$ cat src/design/oaht_pkg.sv
`default_nettype none
package oaht_pkg;

  localparam int TABLE_SLOTS_DEF = 26;
  localparam int KEY_CHARS_DEF   = 29;
  localparam int NUM_LETTERS     = 26;
  localparam int RAW_KEY_W       = 232;
  localparam int OUT_SLOT_W      = 5;
  localparam int OUT_PROBES_W    = 5;
  localparam int CFG_ADDR_W      = 3;
  localparam int CFG_DATA_W      = 32;

  localparam logic [7:0] CH_UPPER_A = 8'd65;
  localparam logic [7:0] CH_UPPER_Z = 8'd90;
  localparam logic [7:0] CH_LOWER_A = 8'd97;
  localparam logic [7:0] CH_LOWER_Z = 8'd122;
  localparam logic [7:0] CH_CASE_OFS = 8'd32;

  localparam logic FUNC_INSERT = 1'b0;
  localparam logic FUNC_LOOKUP = 1'b1;

  localparam logic PROBE_LINEAR    = 1'b0;
  localparam logic PROBE_QUADRATIC = 1'b1;

  // register index is paddr[2]
  localparam logic REG_PROBE_MODE = 1'b0;

  typedef enum logic [2:0] {
    ST_INSERTED  = 3'd0,
    ST_NO_FREE   = 3'd1,
    ST_FOUND     = 3'd2,
    ST_NOT_FOUND = 3'd3,
    ST_BAD_KEY   = 3'd4
  } status_t;

  typedef struct packed {
    logic        func;
    logic [63:0] key_chars_0_7;
    logic [63:0] key_chars_8_15;
    logic [63:0] key_chars_16_23;
    logic [39:0] key_chars_24_28;
  } in_req_t;

  typedef struct packed {
    status_t                   status;
    logic [OUT_SLOT_W-1:0]     slot;
    logic [OUT_PROBES_W-1:0]   probes;
  } out_rsp_t;

  function automatic logic [7:0] fold_char(input logic [7:0] c);
    logic [7:0] r;
    r = c;
    if (c inside {[CH_UPPER_A:CH_UPPER_Z]}) begin
      r = c + CH_CASE_OFS;
    end
    return r;
  endfunction

endpackage
`default_nettype wire

$ cat src/design/oaht_probe.sv
`default_nettype none
module oaht_probe
  import oaht_pkg::*;
#(
  parameter int TABLE_SLOTS = TABLE_SLOTS_DEF,
  localparam int IDX_W = $clog2(TABLE_SLOTS)
) (
  input  wire logic             mode,
  input  wire logic [IDX_W-1:0] off,
  input  wire logic [IDX_W-1:0] inc,
  input  wire logic [IDX_W-1:0] idx,
  output logic      [IDX_W-1:0] off_nxt,
  output logic      [IDX_W-1:0] inc_nxt,
  output logic      [IDX_W-1:0] idx_nxt
);

  localparam int TWO_MOD = 2 % TABLE_SLOTS;

  // both operands below TABLE_SLOTS, so one subtract reduces the sum
  function automatic logic [IDX_W-1:0] mod_add(input logic [IDX_W-1:0] a,
                                               input logic [IDX_W-1:0] b);
    logic [IDX_W:0] s;
    s = {1'b0, a} + {1'b0, b};
    if (s >= (IDX_W+1)'(TABLE_SLOTS)) begin
      s = s - (IDX_W+1)'(TABLE_SLOTS);
    end
    return s[IDX_W-1:0];
  endfunction

  // quadratic: j*j grows by 2j+1, which itself grows by 2
  assign off_nxt = mod_add(off, inc);
  assign idx_nxt = mod_add(idx, inc);
  assign inc_nxt = (mode == PROBE_QUADRATIC) ? mod_add(inc, IDX_W'(TWO_MOD)) : inc;

endmodule
`default_nettype wire

$ cat config.mk
export PLATFORM = sky130hd
export DESIGN_NAME = oaht_probe
export DESIGN_NICKNAME = d
export VERILOG_FILES = /design/src/design/oaht_pkg.sv /design/src/design/oaht_probe.sv
export SDC_FILE = /design/constraint.sdc
export NUM_CORES = 1
export LEC_CHECK = 0
export BUFFER_PORTS_ARGS = -buffer_cell sky130_fd_sc_hd__buf_2
export CORE_ASPECT_RATIO = 0.9
export CORE_MARGIN = 2
export CORE_UTILIZATION = 30
export DETAILED_ROUTE_END_ITERATION = 12
export PLACE_DENSITY = 0.52
export SLEW_MARGIN = 5
export SYNTH_ARGS = -nofsm -noshare
export SYNTH_HDL_FRONTEND = slang
export SYNTH_SLANG_ARGS = --single-unit
$ cat constraint.sdc
create_clock -name vclk -period 3.4
set_input_delay 0.68 -clock vclk [all_inputs]
set_output_delay 0.68 -clock vclk [all_outputs]
set_load 0.01 [all_outputs]
After elaboration in Yosys (flattened, before gate mapping)
Index checks and enable logic that the tools add are counted.
- bits in registers: 0
- output and inout bits: 15
- input bits: 16
- word-level logic and storage cells: 13
- mux-type cells: 4
- add/sub/neg operators: 6
- order comparisons: 3
- operators by type and width (operator ; number):
    $mux W5 ; 4
    $ge A6 B5 Y1 const B ; 3
    $sub A5 B5 Y5 const B ; 3
    $add A5 B5 Y6 ; 2
    $add A5 B2 Y6 const B ; 1

Depth between registers and ports, before layout
- depth after elaboration: 4
- depth in mapped cells: 8
- mapped depth without buffers: 8

Least setup slack after synthesis
No wires, ideal clock.
- path kind: input to output
- start: in inc[0]
- end: out idx_nxt[2]
- cell stages on the path: 7
- buffers on the path: 0
- data arrival time: 2.313 ns
- setup slack: 0.407 ns
- required time: 2.720 ns
- cell sequence: ha_1 inv_1 fa_1 xor2_1 a211o_1 o21ai_1 mux2i_1
- longest elaborated chain between the ends: 3
- elaborated cells on any way between the ends: 4
- classes of those cells: add/sub: 2; order compare: 1; mux: 1
- ends and longest elaborated chain (element ; RTL line ; text):
    start: declaration ; oaht_probe.sv:10 ; input wire logic [IDX_W-1:0] inc,
    $add A5 B5 Y6 * ; oaht_probe.sv:23 ; s = {1'b0, a} + {1'b0, b};
    $sub A5 B5 Y5 / $ge A6 B5 Y1 (equally long branches) ; oaht_probe.sv:25, oaht_probe.sv:24 ;
    $mux W5 * ; oaht_probe.sv:24 ; if (s >= (IDX_W+1)'(TABLE_SLOTS)) begin
    end: declaration ; oaht_probe.sv:14 ; output logic [IDX_W-1:0] idx_nxt
Mark *: on every way between the ends. The rest lies on a longest branch, timed or not.

Worst setup path in the final report
- start: in inc[0]
- end: out idx_nxt[3]
Same word-level chain as after synthesis.

==> reports/qor_table.md <==
| Metric | This run |
|:---|:---|
| Max Clock Freq | 0.308 GHz |
| Worst Path Required | 2.72 ns |
| Global-route wire length before repair | 2.87 mm |
| Setup TNS | 0 ns |
| Count of input and output buffers | 31 |
| Dpl ws | 0.101 ns |
| Multi-input combinational cell area | 709 um2 |
| Wirelength, routed | 1.70 mm |
| Fraction of layout cells with a size suffix above 1 | 0.344 |
| DP Wirelength | 1.47 mm |
| Area growth from synthesis to final layout | 27.5% |
| Internal power contribution | 117 uW |
| Max IR drop VDD | 0.124 mV |
| CP max-delay cell | fa_1 |
| Hold buffer count at CTS | 0 |
| Post-route non-filler standard cell count | 152 |
| Synth unique cells | 31 |
| Pwr Total | 248 uW |
| Seq Cell Count | 0 |
| Worst-Margin Slew | 0.407 ns |
| Kind of critical path | primary input to output port |
| Sort of element at the end of the critical path | output port |
| Total I/O pin count | 31 |
| Worst path top cell family by delay | compound AO/OA/AOI/OAI gates |
| Final count of pins violating max slew | 0 |
| Routed Antenna Nets | 0 |
| Number of nets in the finished design | 158 |
| Via density per instance | 5.13 |
| Clock buffer count | 0 |
| Clk pwr share | 0 |
| Syn Std Cell Area | 728 um2 |
| Average detailed-routed wire length per instance | 11.2 um |
| Maximum number of pins on one net before global-route repair | 10 |
| Pwr/cell area | 267 mW/mm2 |
| First-iteration detailed-routing DRC count | 28 |
| Initial standard-cell utilization of the core | 0.325 |
| Arrival time worst endpoint | 2.57 ns |
| Beginning of the critical path | inc[0] |
| Gpl congestion | 0.750 |
| Number of vias in the routed layout | 779 |
| Max_slew headroom | 0.728 |
| Fraction of power consumed by combinational cells | 1.000 |
| Switch share | 0.530 |
| Post-layout worst setup margin | 0.148 ns |
| Number of fillers in the final layout | 253 |
| Area of the core | 0.00224 mm2 |
| Share of the yosys chip area belonging to registers | 0 |
| Overall routing resource usage | 0.120 |
| Max capacitance violation total | 0 |
| Part of the cycle the worst path needs | 0.956 |
| Min Clock Period, post-route | 3.25 ns |
| ANT cells | 0 |
| Congestion Overflow GR | 0 |
| CP Launch Type | primary input |
| Timing endpoint of the critical path | idx_nxt[3] |
| Number of warnings printed during yosys synthesis | 0 |
| Chip Width | 55.9 um |
| Syn_nets | 125 |
| Total buffers and inverters traversed by the critical path | 3 |
| Core Rows | 16 |
| Height of the chip | 50.7 um |
| Crit. path cell count | 9 |
| Remaining design rule violation count | 0 |
| Cells after Synth | 94 |
| Via count of the first global-routing pass | 701 |
| Sequential cell fraction of total power | 0 |
| Switching power summed over all nets | 132 uW |
| Full die area | 0.00284 mm2 |
| Largest driver fanout on the critical path | 4 |
| Initial antenna violation count | 0 |
| Outcome | completed |
| Unrepaired setup endpoints after global routing | false |
| Syn avg cell area | 7.75 um2 |
| Setup-failing EPs final | 0 |
| Worst path cell trace | buf_2 -> ha_1 -> inv_1 -> fa_1 -> xor2_1 -> a211o_1 -> o32ai_2 -> xor2_1 -> buf_2 |
| First drt pass iteration count | 4 |
| Post-placement cell count | 152 |
| Static Leak | 0.000466 uW |
| Sequential cell area | 0 um2 |
| Delay of the slowest critical-path stage | 0.39 ns |
| Final-report hold violation count | 0 |
| Hold Path Class | primary input to output port |
[cell families after synthesis]
kind of cell | synth area share
muxes | 0.0275
AOI/OAI and AO/OA | 0.325
adders and majority gates | 0.278
xor gates and xnor gates | 0.132
and+or+nand+nor | 0.196
buffers and inverters | 0.0412
[layout make-up]
type / instances / share of cell area
Tap cell: 27 / 0.0364
Multi-Input combinational cell: 87 / 0.764
Inverter: 6 / 0.0243
Timing Repair Buffer: 32 / 0.175
[synth_stat cells, drive strengths merged (2+ instances only)]
library cell	number	share of area
o32ai	2	0.045
nor3b	2	0.021
nand2b	2	0.017
a21o	4	0.041
o21ba	2	0.027
a31oi	2	0.017
xor2	6	0.072
a211oi	2	0.034
or2	2	0.017
inv	6	0.031
nor3	3	0.021
a211o	2	0.024
nor2	12	0.062
xnor2	5	0.060
mux2i	2	0.027
fa	2	0.055
nor2b	2	0.017
a21oi	3	0.021
ha	13	0.22
o21ai	8	0.055
o22ai	3	0.026
[how the worst min path moves through the flow]
stage                     cells past startpoint   start  slack [ns]    endpoint
after detailed placement                      2  inc[0]        1.59  inc_nxt[0]
after global placement                        2  inc[0]        1.58  inc_nxt[0]
after floorplan                               1  inc[0]        1.45  inc_nxt[0]
after CTS                                     2  inc[0]        1.59  inc_nxt[0]
after global routing                          2  inc[0]        1.60  inc_nxt[0]
final                                         2  inc[0]        1.58  inc_nxt[0]
[layout by cell type (no fill, tap or decap), drive strengths merged]
| cell | synthesis | final |
|---|---|---|
| a211o | 2 | 2 |
| a211oi | 2 | 2 |
| a21o | 4 | 4 |
| a21oi | 3 | 3 |
| a22o | 1 | 1 |
| a22oi | 1 | 1 |
| a31oi | 2 | 2 |
| and2 | 1 | 1 |
| and3 | 1 | 1 |
| buf | 1 | 32 |
| fa | 2 | 2 |
| ha | 13 | 13 |
| inv | 6 | 6 |
| mux2i | 2 | 2 |
| nand2 | 1 | 1 |
| nand2b | 2 | 2 |
| nand3b | 1 | 1 |
| nor2 | 12 | 12 |
| nor2b | 2 | 2 |
| nor3 | 3 | 3 |
| nor3b | 2 | 2 |
| o21ai | 8 | 8 |
| o21ba | 2 | 2 |
| o22ai | 3 | 3 |
| o2bb2ai | 1 | 1 |
| o32ai | 2 | 2 |
| or2 | 2 | 2 |
| or3 | 1 | 1 |
| xnor2 | 5 | 5 |
| xor2 | 6 | 6 |
[stage by stage]
step / instance area (um2) / util / hold WS, ns
6_report: 928 / 0.414 / 1.58
5_1_grt: 928 / 0.414 / 1.60
4_1_cts: 917 / 0.409 / 1.59
3_5_place_dp: 917 / 0.409 / 1.59
3_3_place_gp: 917 / 0.409 / 1.58
2_1_floorplan: 728 / - / 1.45
[power groups by stage]
stage | logic [uW] | clock network [uW] | registers, uW
floorplan | 171 | 0 | 0
global placement | 243 | 0 | 0
global route | 277 | 0 | 0
detailed placement | 247 | 0 | 0
finish | 248 | 0 | 0
CTS | 247 | 0 | 0
[per-layer routing]
| layer | GRT usage | vias up | routed length, um |
|---|---|---|---|
| li1 | - | 412 | - |
| met1 | 0.180 | 350 | 890 |
| met2 | 0.204 | 17 | 733 |
| met3 | 0 | 0 | 71 |
| met4 | 0 | 0 | 0 |
| met5 | 0 | - | 0 |
[what timing repair did]
item                                    4_1_cts  5_1_grt
resized for setup                             0        3
endpoints found under the setup margin        0        5
buffers inserted                              0        0
(Power assumes the default switching activity.)
