File: src/design/oaht_ram.sv
`default_nettype none
module oaht_ram #(
  parameter int WIDTH = 8,
  parameter int DEPTH = 2
) (
  input  wire logic                     clk,
  input  wire logic                     we,
  input  wire logic [$clog2(DEPTH)-1:0] waddr,
  input  wire logic [WIDTH-1:0]         wdata,
  input  wire logic                     re,
  input  wire logic [$clog2(DEPTH)-1:0] raddr,
  output logic      [WIDTH-1:0]         rdata
);

  logic [WIDTH-1:0] mem [DEPTH];

  always_ff @(posedge clk) begin
    if (we) begin
      mem[waddr] <= wdata;
    end
    if (re) begin
      rdata <= mem[raddr];
    end
  end

endmodule
`default_nettype wire

File: config.mk
export PLATFORM = sky130hd
export DESIGN_NAME = oaht_ram
export DESIGN_NICKNAME = d
export VERILOG_FILES = /design/src/design/oaht_ram.sv
export SDC_FILE = /design/constraint.sdc
export NUM_CORES = 1
export LEC_CHECK = 0
export BUFFER_PORTS_ARGS = -buffer_cell sky130_fd_sc_hd__buf_2
export CELL_PAD_IN_SITES_DETAIL_PLACEMENT = 1
export CELL_PAD_IN_SITES_GLOBAL_PLACEMENT = 1
export CORE_UTILIZATION = 46
export CTS_CLUSTER_DIAMETER = 40
export DETAILED_ROUTE_END_ITERATION = 8
export HOLD_SLACK_MARGIN = 0.05
export PLACE_DENSITY_LB_ADDON = 0.1
export SLEW_MARGIN = 20
export SYNTH_ARGS = -nofsm -noshare
export SYNTH_HDL_FRONTEND = slang
export SYNTH_SLANG_ARGS = --single-unit
File: constraint.sdc
create_clock -name clk -period 2.12 [get_ports clk]
set_input_delay 0.318 -clock clk [delete_from_list [all_inputs] [get_ports clk]]
set_output_delay 0.318 -clock clk [all_outputs]
set_load 0.02 [all_outputs]
Word level (Yosys, flattened, before mapping)
Memory sizes are Yosys's and may differ from the RTL's. A register that Yosys moved wholly into a read port is not among the register bits.
Index checks and enable logic that the tools add are counted.
{"block": "word_totals", "in_bits": 13, "ramBits": 16, "mem_count": 1, "ff_bits": 0}
{"name": "mem", "depth": 2, "word_bits": 8, "rd": 1, "rd_clocked_by_memory_dff": 1, "write_ports": 1, "line_no": "15", "text": "logic [WIDTH-1:0] mem [DEPTH];"}
{"block": "classes", "mux": 2}
{"cell": "$mux 1", "n": 2}

Longest topological paths before layout
Gate-level depths: netlist of the first run.
{"block": "logic_depth", "word_depth": 2, "mapped_depth": 2, "ltp_nobuf": 1}

Worst setup path after synthesis of the first run
OpenSTA, ideal clock, no wires.
{"block": "synth_timing", "kind": "in2reg", "startpoint": "input we", "endpoint": "memory mem[0][0], enable pin", "arrival_ps": 738, "setup_time_ps": 373, "setup_slack_ps": 1009, "cell_stages": 1, "cell_sequence": "nor2b_1"}
{"block": "synth_between", "elab_chain_len": 2}
{"element": "start, declared", "line_no": "7", "text": "input wire logic we,"}
{"element": "$mux 1", "line_no": "18", "text": "if (we) begin"}
{"element": "$mux 1 (implied by the code)", "line_no": "19", "text": "mem[waddr] <= wdata;"}
{"element": "end, declared", "line_no": "15"}
Every way passes these cells.

Final worst setup path of the first run
{"block": "layout_timing", "startpoint": "register rdata[0], read port of mem", "endpoint": "output rdata[0]"}
{"element": "start, declared", "line_no": "12", "text": "output logic [WIDTH-1:0] rdata"}
No word-level cell between the ends.

==> results of run 1 <==
-- synthesized netlist by cell type, drive strengths merged --
library cell / count
buf: 1
nor2b: 1
mux2: 8
and2: 1
edfxtp: 24
-- kinds of logic after synthesis --
| logic type | synth area share [%] |
|---|---|
| buf+inv | 1.30 |
| flops | 83.4 |
| mux | 13.9 |
| simple gates | 1.45 |
-- metal layers --
| metal | vias up | global-route usage [%] |
|---|---|---|
| met2 | 18 | 21.2 |
| li1 | 183 | - |
| met3 | 0 | 3.60 |
| met1 | 189 | 12.8 |
| met5 | - | 0 |
| met4 | 0 | 7.27 |
-- placed cells by master, fill, tap and decap left out --
cell type and count:
and2_1 1, buf_2 20, bufinv_16 1, clkbuf_4 3
edfxtp_1 24, mux2_4 8, nor2b_1 1
-- flip-flops by register name (all words and copies together), names as in the netlist --
| name | count |
|---|---|
| mem | 16 |
| rdata | 8 |
-- final timing paths --
| check | to | slack (ns) | cells past startpoint |
|---|---|---|---|
| worst max-delay path | rdata[0] | 0.95 | 1 |
| worst max register to register | rdata[5]$_DFFE_PP_ | 1.21 | 1 |
| worst min register to register | rdata[4]$_DFFE_PP_ | 0.56 | 1 |
| worst min-delay path | mem[1][6]$_DFFE_PP_ | 0.19 | 1 |
-- stage by stage --
step / hold slack, ns / std cells / power (mW) / setup WS, ns / cell area (µm²)
5_1_grt: 0.170 / 83 / 0.995 / 0.895 / 1040
6_report: 0.190 / 83 / 0.963 / 0.955 / 1040
3_5_place_dp: 0.512 / 79 / 0.655 / 0.803 / 985
2_1_floorplan: 0.417 / 35 / 0.625 / 1.01 / 865
4_1_cts: 0.181 / 83 / 0.975 / 0.932 / 1040
3_3_place_gp: 0.506 / 79 / 0.650 / 0.862 / 985
-- layout make-up --
class / instances / area share (%)
Tap cell: 25 / 3.02
Timing Repair Buffer: 20 / 9.65
Clock inverter: 1 / 2.90
Multi-Input combinational cell: 10 / 12.8
Clock buffer: 3 / 2.17
Sequential cell: 24 / 69.5
-- power by group through the flow --
stage,registers (mW),clock network [mW],logic (mW)
after detailed placement,0.581,0,0.0745
after global placement,0.578,0,0.0717
final,0.569,0.320,0.0735
after floorplan,0.593,0,0.0324
after global routing,0.572,0.344,0.0785
after CTS,0.570,0.330,0.0748
==> metrics.md, run 1 <==
| Metric | Value |
|---|---|
| Outcome | `completed` |
| Synth cell types | `5` |
| Number of global-route vias before repair | `383` |
| Area of the multi-input gates | `133 µm²` |
| Family with the most delay on the worst path | `flip-flops` |
| Port buffer count | `20` |
| Register Area | `721 µm²` |
| P&R area growth vs syn | `20.0%` |
| Initial Utilization | `49.5%` |
| Skew final | `0.00424 ns` |
| Register area share after synthesis | `83.4%` |
| Die width | `45.4 µm` |
| Grt ovf | `0` |
| Max-cap violations | `0` |
| Io pins | `21` |
| CTS buffer count | `3` |
| Met3 Wirelength | `59 µm` |
| Worst-Margin Slew | `0.627 ns` |
| Antenna-violating nets left | `0` |
| DR pass1 iterations | `2` |
| Die Area | `2060 µm²` |
| CP Cell Sequence | `buf_2` |
| Synth top area cells | `edfxtp_1 (83%), mux2_4 (14%), buf_6 (1.3%)` |
| Data required, critical path | `1.80 ns` |
| Final Hold Fails | `0` |
| Critical-path maximum fanout | `1` |
| Worst-Skew Late Latency | `0.30 ns` |
| Hold Buf Count CTS | `0` |
| Period utilization | `55.0%` |
| CP max stage delay | `0.38 ns` |
| Layout cells sized above 1 | `55.2%` |
| Drt drc | `0` |
| Worst relative slew slack | `58.1%` |
| Initial antenna violation count | `0` |
| Die Y | `45.4 µm` |
| Setup CP Type | `reg -> out` |
| CTS Sinks | `24` |
| First-pass GRT wire length | `1.63 mm` |
| Post-synth top area share | `83.4%` |
| FMAX | `858 MHz` |
| Final WL | `1.09 mm` |
| Ant diodes | `0` |
| CP Buf/Inv Count | `1` |
| Rows | `15` |
| Synth Register Bits | `24` |
| Comb pwr share | `7.6%` |
| Final Max Tran Viols | `0` |
| HP Class | `in -> reg` |
| Top Metal Used | `met3` |
| Final core occ | `59.4%` |
| Leading area contributor after synthesis | `edfxtp_1` |
| CTS tree | `yes` |
| Postcts setup bufs | `0` |
| H-tree levels | `1` |
| Mapped cell area | `865 µm²` |
| WL/cell | `13.1 µm` |
| Reg2Reg Launch Point | `mem[1][5]$_DFFE_PP_` |
| Clk root buf | `clkbuf_4` |
| Slowest stage cell, crit path | `edfxtp_1` |
| Yosys warning total | `0` |
| Lkg Pwr | `0.406 nW` |
| Final setup violation count | `0` |
| Switch Pwr | `0.176 mW` |
| RSZ-0062 raised after global routing | `no` |
| Clock share of power | `33.3%` |
| Reg clk slew, reported paths | `0.13 ns` |
| Sequential power share | `59.1%` |
| Synth Net Count | `48` |
| Worst vdd ir | `0.699 mV` |
| Crit path launch | `rdata[0]$_DFFE_PP_` |
| Crit path arrival time | `0.85 ns` |
| Final Wtd Congestion | `0.630` |
| Clock Tree Buf Depth | `2` |
| Post-CTS sizing | `0` |
| Mean cell area of the mapped netlist | `24.7 µm²` |
| 1st-iter DRT viols | `3` |
| Minimum clock period | `1.17 ns` |
| Met2 wire length | `596 µm` |
| Setup TNS | `0 ns` |
| Largest net degree at the start of global routing | `15` |
| Switching Fraction | `18.2%` |
| Nets@finish | `72` |
| Met1 WL | `433 µm` |
| Global-route usage over all layers | `12.1%` |
| Via density | `4.70` |
| Beginning of the worst hold path | `wdata[6]` |
| Vias | `390` |
| Fill count | `173` |
| Internal power | `0.787 mW` |
| Pwr dens | `928 nW/µm²` |
| CP endpoint kind | `output port` |
| Worst setup SP type | `flip-flop` |
| Core Area | `1750 µm²` |
| Post-Syn Instances | `35` |
No activity file was read; power rests on OpenSTA's default activity.
==> inputs of run 2 (changes only) <==
--- a/config.mk
+++ b/config.mk
@@ -8,7 +8,7 @@
 export BUFFER_PORTS_ARGS = -buffer_cell sky130_fd_sc_hd__buf_2
 export CELL_PAD_IN_SITES_DETAIL_PLACEMENT = 1
 export CELL_PAD_IN_SITES_GLOBAL_PLACEMENT = 1
-export CORE_UTILIZATION = 46
+export CORE_UTILIZATION = 38
 export CTS_CLUSTER_DIAMETER = 40
 export DETAILED_ROUTE_END_ITERATION = 8
 export HOLD_SLACK_MARGIN = 0.05
==> constraint.sdc (replaced) <==
create_clock -name clk -period 1.05 [get_ports clk]
set_input_delay 0.1575 -clock clk [delete_from_list [all_inputs] [get_ports clk]]
set_output_delay 0.1575 -clock clk [all_outputs]
set_load 0.02 [all_outputs]
==> metrics.md, run 2 (synthesis gave the netlist of run 1 again) <==
| Metric | Value |
|---|---|
| Outcome | `completed` |
| 1st-iter DRT viols | `4` |
| Die width | `49.7 µm` |
| Final Max Tran Viols | `0` |
| Most common cell after layout, fill and taps aside | `edfxtp_1` |
| Tot Pwr | `1.72 mW` |
| Core Area | `2040 µm²` |
| CP Cell Sequence | `buf_6` |
| Die Area | `2470 µm²` |
| FMAX | `976 MHz` |
| Reg2Reg Launch Point | `mem[0][1]$_DFFE_PP_` |
| Antenna-violating nets left | `0` |
| Fill count | `197` |
| Max FFs per register | `16` |
| Beginning of the worst hold path | `re` |
| Rows | `16` |
| WL/cell | `13.0 µm` |
| R2R depth | `1` |
| Io pins | `21` |
| Family with the most delay on the worst path | `flip-flops` |
| CP endpoint kind | `output port` |
| DR pass1 iterations | `3` |
| Via density | `4.47` |
| Vias | `420` |
| Postcts setup bufs | `0` |
| RSZ-0062 raised after global routing | `yes` |
| Worst Hold Depth | `1` |
| Internal power | `1.37 mW` |
| Clock Tree Buf Depth | `2` |
| Largest net degree at the start of global routing | `14` |
| Slowest stage cell, crit path | `edfxtp_1` |
| Final Wtd Congestion | `0.643` |
| Number of global-route vias before repair | `425` |
| Post-route insts no fill | `94` |
| Grt ovf | `0` |
| Final core occ | `54.2%` |
| Reg with most FFs | `mem` |
| CP max stage delay | `0.41 ns` |
| Worst-Skew Late Latency | `0.30 ns` |
| Switch Pwr | `0.356 mW` |
| Hold Path Sink | `rdata[0]$_DFFE_PP_` |
| Pwr dens | `1560 nW/µm²` |
| P&R area growth vs syn | `28.1%` |
| First-pass GRT wire length | `1.79 mm` |
| CTS Sinks | `24` |
| Initial antenna violation count | `0` |
| Worst setup SP type | `flip-flop` |
| Drt drc | `0` |
| Worst relative slew slack | `75.5%` |
| Port buffer count | `20` |
| Ant diodes | `0` |
| Max-cap violations | `0` |
| Comb pwr share | `10.4%` |
| Cells after DPL | `82` |
| Die Y | `49.7 µm` |
| Clock share of power | `22.9%` |
| Worst vdd ir | `1.04 mV` |
| Reg clk slew, reported paths | `0.12 ns` |
| Data required, critical path | `0.89 ns` |
| FF-to-FF setup slack | `0.15 ns` |
| Final Hold Fails | `0` |
| Period utilization | `97.5%` |
| Final WL | `1.22 mm` |
| HP Class | `in -> reg` |
| Largest regs | `mem x16, rdata x8` |
| Minimum clock period | `1.02 ns` |
| Clk root buf | `clkbuf_4` |
| Crit path arrival time | `0.87 ns` |
| H-tree levels | `1` |
| Final setup violation count | `0` |
| Switching Fraction | `20.6%` |
| Most frequent cells in the layout | `edfxtp_1 (24), buf_2 (19), mux2_4 (8), dlygate4sd3_1 (8), clkbuf_4 (3)` |
| Worst-Margin Slew | `0.367 ns` |
| Skew final | `0.00150 ns` |
| CP Buf/Inv Count | `1` |
| CTS tree | `yes` |
| Lkg Pwr | `0.434 nW` |
| Global-route usage over all layers | `10.4%` |
| Sequential power share | `66.7%` |
| Critical-path maximum fanout | `1` |
| Nets@finish | `81` |
| Initial Utilization | `42.3%` |
| CTS buffer count | `3` |
| R2R Path End | `rdata[1]$_DFFE_PP_` |
| Setup CP Type | `reg -> out` |
| Layout cells sized above 1 | `47.8%` |
-- run 2: cell types whose count changed in the layout (fill, tap and decap cells not counted), sizes merged --
cell,change
buf,+1
bufinv,-1
dlygate4sd3,+8
clkinv,+1
-- run 2: final cells by class --
cell class                 instances  area (µm²)  share of cell area (%)
clock buffer                       3        22.5                    2.03
clock inverter                     1        3.75                   0.339
multi-input combinational         10         133                    12.0
sequential                        24         721                    65.1
tap                               27        33.8                    3.05
timing repair buffer              29         194                    17.5
-- run 2: how the worst max path moves through the flow --
| stage | from | endpoint | slack, ns | depth (start not counted) |
|---|---|---|---|---|
| 6_report | rdata[3]$_DFFE_PP_ | rdata[3] | 0.03 | 1 |
| 5_1_grt | rdata[3]$_DFFE_PP_ | rdata[3] | -0.01 | 1 |
| 4_1_cts | rdata[3]$_DFFE_PP_ | rdata[3] | 0.01 | 1 |
| 3_5_place_dp | raddr | rdata[6]$_DFFE_PP_ | 0.05 | 2 |
| 3_3_place_gp | raddr | rdata[0]$_DFFE_PP_ | 0.08 | 2 |
| 2_1_floorplan | we | mem[0][0]$_DFFE_PP_ | 0.1 | 1 |
-- run 2: stage by stage --
step / hold slack [ns] / area, µm² / setup TNS [ns] / worst slack (ns)
3_5_place_dp: 0.352 / 995 / 0 / 0.0489
2_1_floorplan: 0.256 / 865 / 0 / 0.0991
6_report: 0.173 / 1110 / 0 / 0.0259
4_1_cts: 0.171 / 1100 / 0 / 0.0118
3_3_place_gp: 0.345 / 995 / 0 / 0.0782
5_1_grt: 0.180 / 1110 / -0.0149 / -0.0149
-- run 2: repair_timing --
item	4_1_cts	5_1_grt
resized for setup	0	2
hold buffers	8	0
setup endpoints to repair	0	1
endpoints found under the hold margin	16	0
-- run 2: power groups by stage --
stage | clock network [mW] | registers, mW | logic (mW)
floorplan | 0 | 1.20 | 0.0655
global placement | 0 | 1.17 | 0.148
detailed placement | 0 | 1.17 | 0.156
CTS | 0.404 | 1.15 | 0.179
global route | 0.424 | 1.15 | 0.192
finish | 0.395 | 1.15 | 0.180
-- run 2: routing by layer --
| metal | part of all wire, % | up-vias | global-route usage, % |
|---|---|---|---|
| met1 | 40 | 196 | 10.1 |
| met4 | 1.6 | 0 | 7.14 |
| met2 | 53 | 21 | 19.4 |
| met3 | 5.8 | 2 | 2.16 |
| met5 | 0 | - | 0 |
| li1 | - | 201 | - |
