--- config.mk ---
export PLATFORM = sky130hd
export DESIGN_NAME = oaht_keyprep
export DESIGN_NICKNAME = d
export VERILOG_FILES = /design/src/design/oaht_pkg.sv /design/src/design/oaht_keyprep.sv
export SDC_FILE = /design/constraint.sdc
export NUM_CORES = 1
export LEC_CHECK = 0
export BUFFER_PORTS_ARGS = -buffer_cell sky130_fd_sc_hd__clkbuf_2
export CAP_MARGIN = 20
export CORE_AREA = 2 2 183 185
export DETAILED_ROUTE_END_ITERATION = 10
export DIE_AREA = 0 0 185 187
export GPL_TIMING_DRIVEN = 1
export SLEW_MARGIN = 15
export SYNTH_ARGS = -nofsm -noshare
export SYNTH_HDL_FRONTEND = slang
export SYNTH_SLANG_ARGS = --single-unit
--- constraint.sdc ---
create_clock -name vclk -period 5.07
set_clock_uncertainty 0.15 [all_clocks]
set_input_delay 1.014 -clock vclk [all_inputs]
set_output_delay 1.014 -clock vclk [all_outputs]
set_load 0.01 [all_outputs]
--- src/design/oaht_pkg.sv ---
`default_nettype none
package oaht_pkg;

  localparam int TABLE_SLOTS_DEF = 26;
  localparam int KEY_CHARS_DEF   = 29;
  localparam int NUM_LETTERS     = 26;
  localparam int RAW_KEY_W       = 232;
  localparam int OUT_SLOT_W      = 5;
  localparam int OUT_PROBES_W    = 5;
  localparam int CFG_ADDR_W      = 3;
  localparam int CFG_DATA_W      = 32;

  localparam logic [7:0] CH_UPPER_A = 8'd65;
  localparam logic [7:0] CH_UPPER_Z = 8'd90;
  localparam logic [7:0] CH_LOWER_A = 8'd97;
  localparam logic [7:0] CH_LOWER_Z = 8'd122;
  localparam logic [7:0] CH_CASE_OFS = 8'd32;

  localparam logic FUNC_INSERT = 1'b0;
  localparam logic FUNC_LOOKUP = 1'b1;

  localparam logic PROBE_LINEAR    = 1'b0;
  localparam logic PROBE_QUADRATIC = 1'b1;

  // register index is paddr[2]
  localparam logic REG_PROBE_MODE = 1'b0;

  typedef enum logic [2:0] {
    ST_INSERTED  = 3'd0,
    ST_NO_FREE   = 3'd1,
    ST_FOUND     = 3'd2,
    ST_NOT_FOUND = 3'd3,
    ST_BAD_KEY   = 3'd4
  } status_t;

  typedef struct packed {
    logic        func;
    logic [63:0] key_chars_0_7;
    logic [63:0] key_chars_8_15;
    logic [63:0] key_chars_16_23;
    logic [39:0] key_chars_24_28;
  } in_req_t;

  typedef struct packed {
    status_t                   status;
    logic [OUT_SLOT_W-1:0]     slot;
    logic [OUT_PROBES_W-1:0]   probes;
  } out_rsp_t;

  function automatic logic [7:0] fold_char(input logic [7:0] c);
    logic [7:0] r;
    r = c;
    if (c inside {[CH_UPPER_A:CH_UPPER_Z]}) begin
      r = c + CH_CASE_OFS;
    end
    return r;
  endfunction

endpackage
`default_nettype wire

--- src/design/oaht_keyprep.sv ---
`default_nettype none
module oaht_keyprep
  import oaht_pkg::*;
#(
  parameter int TABLE_SLOTS = TABLE_SLOTS_DEF,
  parameter int KEY_CHARS   = KEY_CHARS_DEF,
  localparam int KEY_W = 8 * KEY_CHARS,
  localparam int IDX_W = $clog2(TABLE_SLOTS)
) (
  input  wire logic [KEY_W-1:0] raw_key,
  output logic      [KEY_W-1:0] norm_key,
  output logic      [IDX_W-1:0] home,
  output logic                  bad
);

  logic [IDX_W-1:0] home_tbl [32];
  logic [7:0]       c0;
  logic [4:0]       letter;

  // home slot of each letter index, worked out at elaboration
  for (genvar g = 0; g < 32; g++) begin : g_home
    localparam int HV = (g < NUM_LETTERS) ? (g % TABLE_SLOTS) : 0;
    assign home_tbl[g] = IDX_W'(HV);
  end

  // zero everything after the first NUL, fold case on the rest
  always_comb begin
    logic ended;
    logic [7:0] c;
    ended = 1'b0;
    norm_key = '0;
    for (int n = 0; n < KEY_CHARS; n++) begin
      c = raw_key[8*n +: 8];
      if (c == 8'd0) begin
        ended = 1'b1;
      end
      norm_key[8*n +: 8] = ended ? 8'd0 : fold_char(c);
    end
  end

  assign c0     = norm_key[7:0];
  assign bad    = !(c0 inside {[CH_LOWER_A:CH_LOWER_Z]});
  assign letter = 5'(c0 - CH_LOWER_A);
  assign home   = home_tbl[letter];

endmodule
`default_nettype wire

== Word-level counts from Yosys, hierarchy flattened ==
Memory sizes are Yosys's and may differ from the RTL's.
Index checks and enable logic that the tools add are counted.
Word-level totals
  bits in registers: 0
  latch bits: 0
  memory bits (writable): 0
  ROM bits: 160
  input bits: 232
  word-level logic and storage cells: 242
  memories kept: 1
Operators by class
  add/sub/neg operators: 30
  $mul: 0
  div/mod/pow operators: 0
  $lt $le $gt $ge: 61
  equality and inequality tests: 0
  shift-type cells: 0
  muxes and demuxes: 89
  bitwise gates (word level): 1
  reduce and logical (&&, ||, !) cells: 60
Memories
  (name not given): words 32, width 5, rd ports 1, clocked after Yosys merged registers in 0, wr ports 0, RTL line oaht_keyprep.sv:44  | assign home = home_tbl[letter];
Operator list (number)
  two-way mux 8 bit: 58
  greater-or-equal comparator 8 x 7 -> 1 bit, second input constant: 30
  <= comparator 8 x 7 -> 1 bit, second input constant: 30
  adder 8 x 6 -> 8 bit, second input constant: 29
  zero test 8 bit: 29
  logical AND 1 bit: 30
  two-way mux 1 bit: 29
  two-way mux 5 bit: 2
  greater-or-equal comparator 6 bit, second input constant: 1
  inverter 5 -> 6 bit: 1
  subtractor 5 x 1 -> 5 bit, second input constant: 1
  zero test 1 bit: 1

== Depth between registers and ports, before layout ==
Gate-level depths: netlist (run 1).
  depth in word-level cells: 31
  depth in mapped cells: 12

== Worst setup path before layout (run 1) ==
Ideal clock, no wire load.
  path type: input to output
  start: input port raw_key[0]
  end: output port norm_key[124]
  arrival time: 3.310 ns
  required time: 3.906 ns
  path slack: 0.596 ns
  cell stages on the path: 12
  path buffers: 4
  cells stage by stage: inv_1 > ha_1 > buf_2 > or4b_4 > or4_4 > and3_4 > buf_6 > and3_4 > buf_6 > and3_4 > buf_6 > and3_1
On the way
  word-level cells in the longest chain between the ends: 18
Ends and longest elaborated chain
  start, declared: RTL line oaht_keyprep.sv:10  | input wire logic [KEY_W-1:0] raw_key,
  zero test 8 bit: RTL line oaht_keyprep.sv:34  | if (c == 8'd0) begin
  two-way mux 1 bit (16 in series): RTL line oaht_keyprep.sv:34
  two-way mux 8 bit: RTL line oaht_keyprep.sv:37  | norm_key[8*n +: 8] = ended ? 8'd0 : fold_char(c);
  end, declared: RTL line oaht_keyprep.sv:11  | output logic [KEY_W-1:0] norm_key,
No other way between the ends.

== Worst setup path in the final report (run 1) ==
  start: input port raw_key[200]
  end: output port norm_key[218]
On the way
  word-level cells in the longest chain between the ends: 5
Ends and longest elaborated chain (RTL line)
  zero test 8 bit: oaht_keyprep.sv:34
  two-way mux 1 bit (3 in series): oaht_keyprep.sv:34
  two-way mux 8 bit: oaht_keyprep.sv:37
No other way between the ends.

==> impl_results.md, run 1 <==
* Post-route DRC violation count at 0
* Routed WL at 27700 um
* Crit-path max FO at 10
* Netlist cell types at 51
* Share of cells above drive strength 1 at 0.4405
* Post-CTS setup repair buffer count at 0
* Crit-path max cell delay at 0.76 ns
* Initial antenna violation count at 3
* Worst hold path class: in -> out
* Final ANT Viol Nets at 0
* First-pass iteration count of the detailed router at 4
* Largest net degree at the start of global routing at 26
* Launch point of the worst path: raw_key[200]
* Post-synth top area cell: and2_1
* I/O pin cnt at 470
* Crit share post-route at 0.9331
* Synth Area per Inst at 6.044 um^2
* Syn Nets at 944
* Hold wc startpoint: raw_key[224]
* Setup-failing EPs final at 0
* Reg area at 0 um^2
* TNS Setup at 0 ns
* Crit end category: primary output
* Grt total ovfl at 0
* Gp weighted congestion at 0.9889
* Most frequent cells in the layout: clkbuf_2 (470), nor2_1 (93), and2_1 (76)
* Hold_ws at 2.177 ns
* Max-cap violations at 0
* Fmax at 0.2114 GHz
* Setup crit start kind: input port
* Sequential share of the synthesized area at 0
* Cell count after synthesis at 680
* Most used cell, CP: clkbuf_2
* GRT Overall Usage at 0.1483
* Post-DP HPWL at 25090 um
* Syn Std Cell Area at 4110 um^2
* Die ar. at 34600 um^2
* Die Wd at 185 um
* Most common cell after layout, fill and taps aside: clkbuf_2
* Via/cell ratio at 4.475
* FFs & Latches at 0
* Worst setup path endpoint: norm_key[218]
* Row Count at 67
* Buffers on Ports at 470
* Synth top area cells: and2_1 (12%), and3_1 (11%), ha_1 (9.7%), nor2_1 (8.5%), a21oi_1 (6.0%)
* Cell Pwr Density at 90.80 nW/um^2
* Hold depth at 4
* Peak VDD IR at 29.94 uV
* Post-cts sizing count at 0
* Slew HR at 0.3424
* Synthesis Warnings at 0
* Hold Buf Count CTS at 0
* Leak at 3.770 nW
* Vias at 7119
* Fin nets at 1408
* Slew @ Worst Pin at 0.9828 ns
* Kind of critical path: in -> out
* Vias in the first global route at 6875
* CP required at 3.91 ns
* Yosys top cell area share at 0.1157
* Wire per inst at 17.41 um
* First-pass GRT wire length at 39460 um
* Critical path cell sequence: clkbuf_2 -> or4_1 -> or4b_2 -> o31ai_1 -> nor4_1 -> nor3b_2 -> buf_6 -> and2_1 -> clkbuf_2
* Period minus WS final at 4.731 ns
* Clkbuf count at 0
* Fillers at 3781
* Initial core utilization at 0.1251
* Area Growth Syn to Fin at 71.51%
* Die extent in y at 187 um
* Final Hold Vio Count at 0
* Slowest cell on crit path: or4b_2
* Max Slew Vio Count at 0
* RSZ-0062 raised after global routing: false
* Status: complete, no violations
* Core box area at 32860 um^2
* Worst EP arrival at 3.57 ns
* Initial DRC count at 240
stage by stage:
| step | area [um^2] | instances | setup slack, ns | power (mW) | utilization |
|---|---|---|---|---|---|
| 3_3_place_gp | 7030 | 1589 | 0.05767 | 0.6398 | 0.2139 |
| 4_1_cts | 7042 | 1590 | 0.1214 | 0.6465 | 0.2143 |
| 3_5_place_dp | 7042 | 1590 | 0.1333 | 0.6432 | 0.2143 |
| 6_report | 7049 | 1591 | 0.3394 | 0.6401 | 0.2145 |
| 5_1_grt | 7047 | 1590 | 0.1673 | 0.7033 | 0.2144 |
| 2_1_floorplan | 4110 | 680 | 0.5962 | 0.2860 | - |
Yosys cell counts (6+ instances only):
| cell | number |
|---|---|
| o2111a_1 | 6 |
| and2_1 | 76 |
| or4_1 | 20 |
| or3_1 | 6 |
| nor4_1 | 17 |
| nor4b_1 | 10 |
| o21ai_0 | 17 |
| o22ai_1 | 8 |
| ha_1 | 32 |
| o211ai_1 | 9 |
| nand2b_1 | 17 |
| nand2_1 | 41 |
| clkbuf_1 | 20 |
| o21a_1 | 14 |
| a21oi_1 | 49 |
| nor3_1 | 42 |
| a31oi_1 | 9 |
| nor2_1 | 93 |
| nor2b_1 | 10 |
| inv_1 | 25 |
| and3_1 | 73 |
| nand3_1 | 17 |
| a21o_1 | 12 |
area by class of cell:
| class | count | area, um^2 | share of cell area |
|---|---|---|---|
| Timing Repair Buffer | 490 | 2506 | 0.3555 |
| Inverter | 25 | 93.84 | 0.01331 |
| Tap cell | 448 | 560.5 | 0.07952 |
| Antenna cell | 1 | 2.502 | 0.0003550 |
| Multi-Input combinational cell | 627 | 3886 | 0.5513 |
where the power goes:
| group | total, mW | switching, mW | internal [mW] |
|---|---|---|---|
| combinational | 0.640 | 0.365 | 0.275 |
| clock | 0.0000000264 | 0 | 0.0000000264 |
| sequential | 0 | 0 | 0 |
worst max-delay path, delay by kind of cell:
kind                   cells  cell delay, ns
AOI/OAI and AO/OA          1            0.24
buffers and inverters      3            0.38
and+or+nand+nor            5            1.93
worst min-delay path by stage:
stage / endpoint / slack (ns)
detailed placement: norm_key[4] / 2.18
finish: norm_key[224] / 2.18
global route: norm_key[4] / 2.20
global placement: norm_key[224] / 2.18
CTS: norm_key[4] / 2.18
floorplan: norm_key[224] / 1.97
metal layers:
layer / vias up / global-route usage / wire, um
met5: - / 0 / 23
met4: 4 / 0.04151 / 969
met3: 42 / 0.02473 / 1905
met2: 345 / 0.2911 / 14080
met1: 3274 / 0.1596 / 10720
li1: 3454 / - / -
cells by family (layout without fill, tap and decap cells):
family / count (synthesis) / in the layout / synth area share
simple gates: 450 / 450 / 0.6158
compound gates: 144 / 144 / 0.2277
buf+inv: 53 / 515 / 0.05692
fa+ha+maj: 32 / 32 / 0.09741
xor+xnor: 1 / 1 / 0.002131
other cells: 0 / 1 / 0
No activity file was read; power rests on OpenSTA's default activity.
==> run 2: changes to the inputs <==
- BUFFER_PORTS_ARGS: -buffer_cell sky130_fd_sc_hd__clkbuf_2 -> -buffer_cell sky130_fd_sc_hd__buf_2
==> run 2 against run 1 <==
Compared with the run above: core utilization about the same; design area about the same; global-route usage is 0.069 points lower; maximum frequency decreased by 4.3%; cell count increased by 0.19%; via count rose by 0.46%; count of clock-buffer cells in the layout stayed put; sequential share of layout area is the same; largest cell class unchanged; highest routed layer unchanged.
==> impl_results.md, run 2 (synthesis gave the netlist of run 1 again) <==
* Status: complete, no violations
* Crit share post-route at 0.9748 (+0.04178)
* Slew @ Worst Pin at 0.6280 ns (-0.3548 ns)
* Finished Cell Area at 7047 um^2 (about the same)
* Most frequent cells in the layout: buf_2 (470), nor2_1 (93), and2_1 (76)
* Via/cell ratio at 4.487 (+0.27%)
* Area after DPL at 7008 um^2 (-0.48%)
* Fin nets at 1406 (-0.14%)
* Die Wd at 185 um (unchanged)
* Worst hold path class: in -> out
* I/O pin cnt at 470 (unchanged)
* Crit end category: primary output
* First-pass GRT wire length at 39610 um (+0.37%)
* Share of cells above drive strength 1 at 0.4395 (-0.0009817)
* Multi-input gate area at 3886 um^2 (unchanged)
* Peak VDD IR at 30.32 uV (+1.3%)
* Clkbuf count at 0 (unchanged)
* Post-CTS setup repair buffer count at 0 (unchanged)
* Reg area at 0 um^2 (unchanged)
* Gp weighted congestion at 0.9895 (about the same)
* TNS Setup at 0 ns (unchanged)
* Most common cell after layout, fill and taps aside: buf_2
* Final ANT Viol Nets at 0 (unchanged)
* FFs & Latches at 0 (unchanged)
* Initial core utilization at 0.1251 (unchanged)
* Largest net degree at the start of global routing at 20 (-23%)
* Max-cap violations at 0 (unchanged)
* Initial DRC count at 266 (+11%)
* GRT Overall Usage at 0.1476 (-0.0006931)
* Vias at 7152 (+0.46%)
* Fmax at 0.2023 GHz (-4.3%)
* Setup crit start kind: input port
* Cell Pwr Density at 90.70 nW/um^2 (-0.11%)
* Leak at 3.669 nW (-2.7%)
* Post-cts sizing count at 0 (unchanged)
* Area Growth Syn to Fin at 71.45% (about the same)
* Worst EP arrival at 3.78 ns (+0.21 ns)
* CP required at 3.91 ns (about the same)
* Period minus WS final at 4.942 ns (+0.2118 ns)
* Die extent in y at 187 um (unchanged)
* Grt total ovfl at 0 (unchanged)
* Design Power at 0.6391 mW (-0.15%)
* Die ar. at 34600 um^2 (unchanged)
* Post-DP HPWL at 24790 um (-1.2%)
* Kind of critical path: in -> out
* Row Count at 67 (unchanged)
* Buffers on Ports at 470 (unchanged)
* RSZ-0062 raised after global routing: false
* Hold wc startpoint: raw_key[4]
* Final Hold Vio Count at 0 (unchanged)
* Initial antenna violation count at 10 (+7)
* Slew HR at 0.5791 (+0.2367)
* Setup-failing EPs final at 0 (unchanged)
* End of the worst hold path: norm_key[4]
* Routed WL at 27820 um (+0.46%)
* Vias in the first global route at 6869 (-0.087%)
* First-pass iteration count of the detailed router at 5 (+1)
* Hold Buf Count CTS at 0 (unchanged)
* Max Slew Vio Count at 0 (unchanged)
* Crit-path max FO at 19 (+9)
* Core box area at 32860 um^2 (unchanged)
* Fillers at 3831 (+1.3%)
* Hold depth at 2 (-2)
* Wire per inst at 17.46 um (+0.27%)
* Post-route DRC violation count at 0 (unchanged)
run 2: cell types whose count changed in the layout (fill, tap and decap cells not counted):
cell / change
diode_2: +5
buf_4: -2
clkbuf_2: -470
buf_2: +470
run 2: worst max path at each step:
stage,from,end,depth (start not counted)
floorplan,raw_key[0],norm_key[124],12
global placement,raw_key[117],norm_key[215],8
detailed placement,raw_key[0],norm_key[192],10
CTS,raw_key[117],norm_key[215],8
global route,raw_key[0],norm_key[86],11
finish,raw_key[0],norm_key[86],11
run 2: critical path, cell delays in order:
cell and delay (ns):
buf_2 0.14, inv_1 0.10, ha_1 0.17, or4b_4 0.47, or4_4 0.52, and3_4 0.23, buf_4 0.19, and2_1 0.22
and3b_1 0.31, and3_1 0.25, buf_2 0.15
run 2: cell type report:
type	instances	area share
timing repair buffer	488	0.3535
antenna	6	0.002131
tap	448	0.07955
multi-input combinational	627	0.5515
inverter	25	0.01332
run 2: layer usage:
metal | wire length (um) | track usage
met5 | 44 | 0
met4 | 1030 | 0.05342
met3 | 2232 | 0.02804
met2 | 13820 | 0.2785
met1 | 10700 | 0.1614
run 2: per-stage QoR:
stage,hold WS (ns),setup slack (ns),std cells,util
6_report,2.179,0.1276,1594,0.2144
4_1_cts,2.177,0.07690,1586,0.2133
5_1_grt,2.196,0.04146,1593,0.2144
3_3_place_gp,2.173,0.1472,1586,0.2133
3_5_place_dp,2.178,0.08666,1586,0.2133
2_1_floorplan,1.965,0.5962,680,-
run 2: report_power, final:
part / switching [mW] / internal (mW)
sequential: 0 / 0
clock: 0 / 0.000000159
combinational: 0.361 / 0.278
==> run 3: changes to the inputs <==
- CELL_PAD_IN_SITES_DETAIL_PLACEMENT: default -> 1
- CELL_PAD_IN_SITES_GLOBAL_PLACEMENT: default -> 1
- CORE_AREA: 2 2 183 185 -> 2 2 181 183
- DIE_AREA: 0 0 185 187 -> 0 0 183 185
- PLACE_DENSITY_LB_ADDON: default -> 0.1
==> run 3 against run 2 <==
Compared with the run above: flip-flop and latch count unchanged; first-iteration DRC count decreased by 37%; combinational power decreased by 1%; global-route usage increased by 0.80 points; count of clock-buffer cells in the layout unchanged; sequential share of layout area unchanged; cell count decreased by 2.7%; maximum frequency increased by 2.2%; critical endpoint is now norm_key[221]; largest power group unchanged.
==> impl_results.md, run 3 (synthesis gave the netlist of run 1 again) <==
* Launch point of the worst path: raw_key[72]
* Die ar. at 33860 um^2 (-2.1%)
* Non-filler instance count after layout at 1551 (-2.7%)
* Reg area at 0 um^2 (unchanged)
* Most common cell after layout, fill and taps aside: buf_2
* Core box area at 32040 um^2 (-2.5%)
* Fin nets at 1407 (+0.071%)
* Share of cells above drive strength 1 at 0.4382 (-0.001262)
* Buffers on Ports at 470 (unchanged)
* Setup-failing EPs final at 0 (unchanged)
* Initial DRC count at 168 (-37%)
* First-pass GRT wire length at 41590 um (+5.0%)
* Final Hold Vio Count at 0 (unchanged)
* Status: complete, no violations
* Clock power frac at 0 (unchanged)
* Reported net switching power at 0.3550 mW (-1.8%)
* Sequential share of power at 0 (unchanged)
* Via/cell ratio at 4.462 (-0.56%)
* GRT Overall Usage at 0.1555 (+0.007959)
* Switching share of power at 0.5614 (-0.003976)
* Max-cap violations at 0 (unchanged)
* Finished Cell Area at 6980 um^2 (-0.94%)
* Final ANT Viol Nets at 0 (unchanged)
* Placed insts at 1549 (-2.3%)
* Area after DPL at 6975 um^2 (-0.46%)
* Slew @ Worst Pin at 0.8945 ns (+0.2665 ns)
* Area Growth Syn to Fin at 69.83%
* Clkbuf count at 0 (unchanged)
* Crit end category: primary output
* Vias at 6920 (-3.2%)
* Vias in the first global route at 6930 (+0.89%)
* Setup crit start kind: input port
* Cell Pwr Density at 90.58 nW/um^2 (-0.14%)
* Initial antenna violation count at 3 (-7)
* Post-cts sizing count at 0 (unchanged)
* Die extent in y at 185 um (-1.1%)
* CP required at 3.91 ns (about the same)
* Period minus WS final at 4.836 ns (-0.1063 ns)
* Crit-path max cell delay at 0.63 ns (+0.11 ns)
* Row Count at 66 (-1.5%)
* Post-route DRC violation count at 0 (unchanged)
* Worst setup path endpoint: norm_key[221]
* Die Wd at 183 um (-1.1%)
* Routed WL at 28280 um (+1.6%)
* Kind of critical path: in -> out
* Critical path cell sequence: buf_2 -> or4_1 -> or4b_1 -> o211a_1 -> nand4_1 -> or4_1 -> nor2_1 -> buf_2
* First-pass iteration count of the detailed router at 4 (-1)
* Leak at 3.670 nW (about the same)
* FFs & Latches at 0 (unchanged)
* Int Pwr at 0.2773 mW (-0.17%)
* TNS Setup at 0 ns (unchanged)
* Grt total ovfl at 0 (unchanged)
* Initial core utilization at 0.1283 (+0.003204)
* Crit share post-route at 0.9539 (-0.02097)
* Slowest cell on crit path: or4b_1
* Worst EP arrival at 3.67 ns (-0.11 ns)
* Comb power frac at 1.000 (about the same)
* Largest net degree at the start of global routing at 30 (+50%)
* I/O pin cnt at 470 (unchanged)
* Worst hold path class: in -> out
* Hold Buf Count CTS at 0 (unchanged)
* Max Slew Vio Count at 0 (unchanged)
* Most frequent cells in the layout: buf_2 (470), nor2_1 (93), and2_1 (76)
* Peak VDD IR at 25.82 uV (-15%)
* Gp weighted congestion at 0.8154 (-18%)
* Hold_ws at 2.183 ns (+0.004210 ns)
* Wire per inst at 18.23 um (+4.5%)
* Post-DP HPWL at 25590 um (+3.2%)
* Slew HR at 0.3991 (-0.1800)
* RSZ-0062 raised after global routing: false
* Fmax at 0.2068 GHz (+2.2%)
* Crit-path max FO at 10 (-9)
* Post-CTS setup repair buffer count at 0 (unchanged)
==> run 3: routing by layer <==
metal | global-route usage | share of wire | vias up
li1 | - | - | 3451
met1 | 0.1916 | 0.42 | 3184
met3 | 0.02674 | 0.070 | 10
met4 | 0.01376 | 0.0068 | 2
met2 | 0.2917 | 0.50 | 273
met5 | 0 | 0.00046 | -
==> run 3: power groups by stage <==
stage / Sequential (mW) / Clock, mW / Combinational (mW)
after floorplan: 0 / 0 / 0.286
after global placement: 0 / 0 / 0.645
after detailed placement: 0 / 0 / 0.643
after CTS: 0 / 0 / 0.646
after global routing: 0 / 0.0000000529 / 0.706
final: 0 / 0.0000000529 / 0.632
==> run 3: final cells by class <==
cell class,count,area (um^2)
timing repair buffer,489,2495
antenna,2,5.005
multi-input combinational,627,3876
fill,4167,25060
tap,408,510.5
inverter,25,93.84
==> run 3: how the worst min path moves through the flow <==
stage	start	end	slack (ns)	depth (start not counted)
floorplan	raw_key[224]	norm_key[224]	1.97	2
global placement	raw_key[4]	norm_key[4]	2.18	2
detailed placement	raw_key[4]	norm_key[4]	2.18	2
CTS	raw_key[4]	norm_key[4]	2.18	2
global route	raw_key[4]	norm_key[4]	2.20	2
finish	raw_key[4]	norm_key[4]	2.18	2
==> run 3: critical path, delay by kind of cell <==
| kind | cells | cell delay (ns) |
|---|---|---|
| buffers and inverters | 2 | 0.27 |
| AOI/OAI and AO/OA | 1 | 0.28 |
| and+or+nand+nor | 5 | 2.10 |
==> run 3: metrics by stage <==
| stage | power [mW] | setup WS, ns | util |
|---|---|---|---|
| floorplan | 0.2860 | 0.5962 | - |
| global placement | 0.6447 | 0.1559 | 0.2177 |
| detailed placement | 0.6429 | 0.2002 | 0.2177 |
| CTS | 0.6465 | 0.1935 | 0.2177 |
| global route | 0.7061 | 0.05761 | 0.2179 |
| finish | 0.6323 | 0.2339 | 0.2179 |
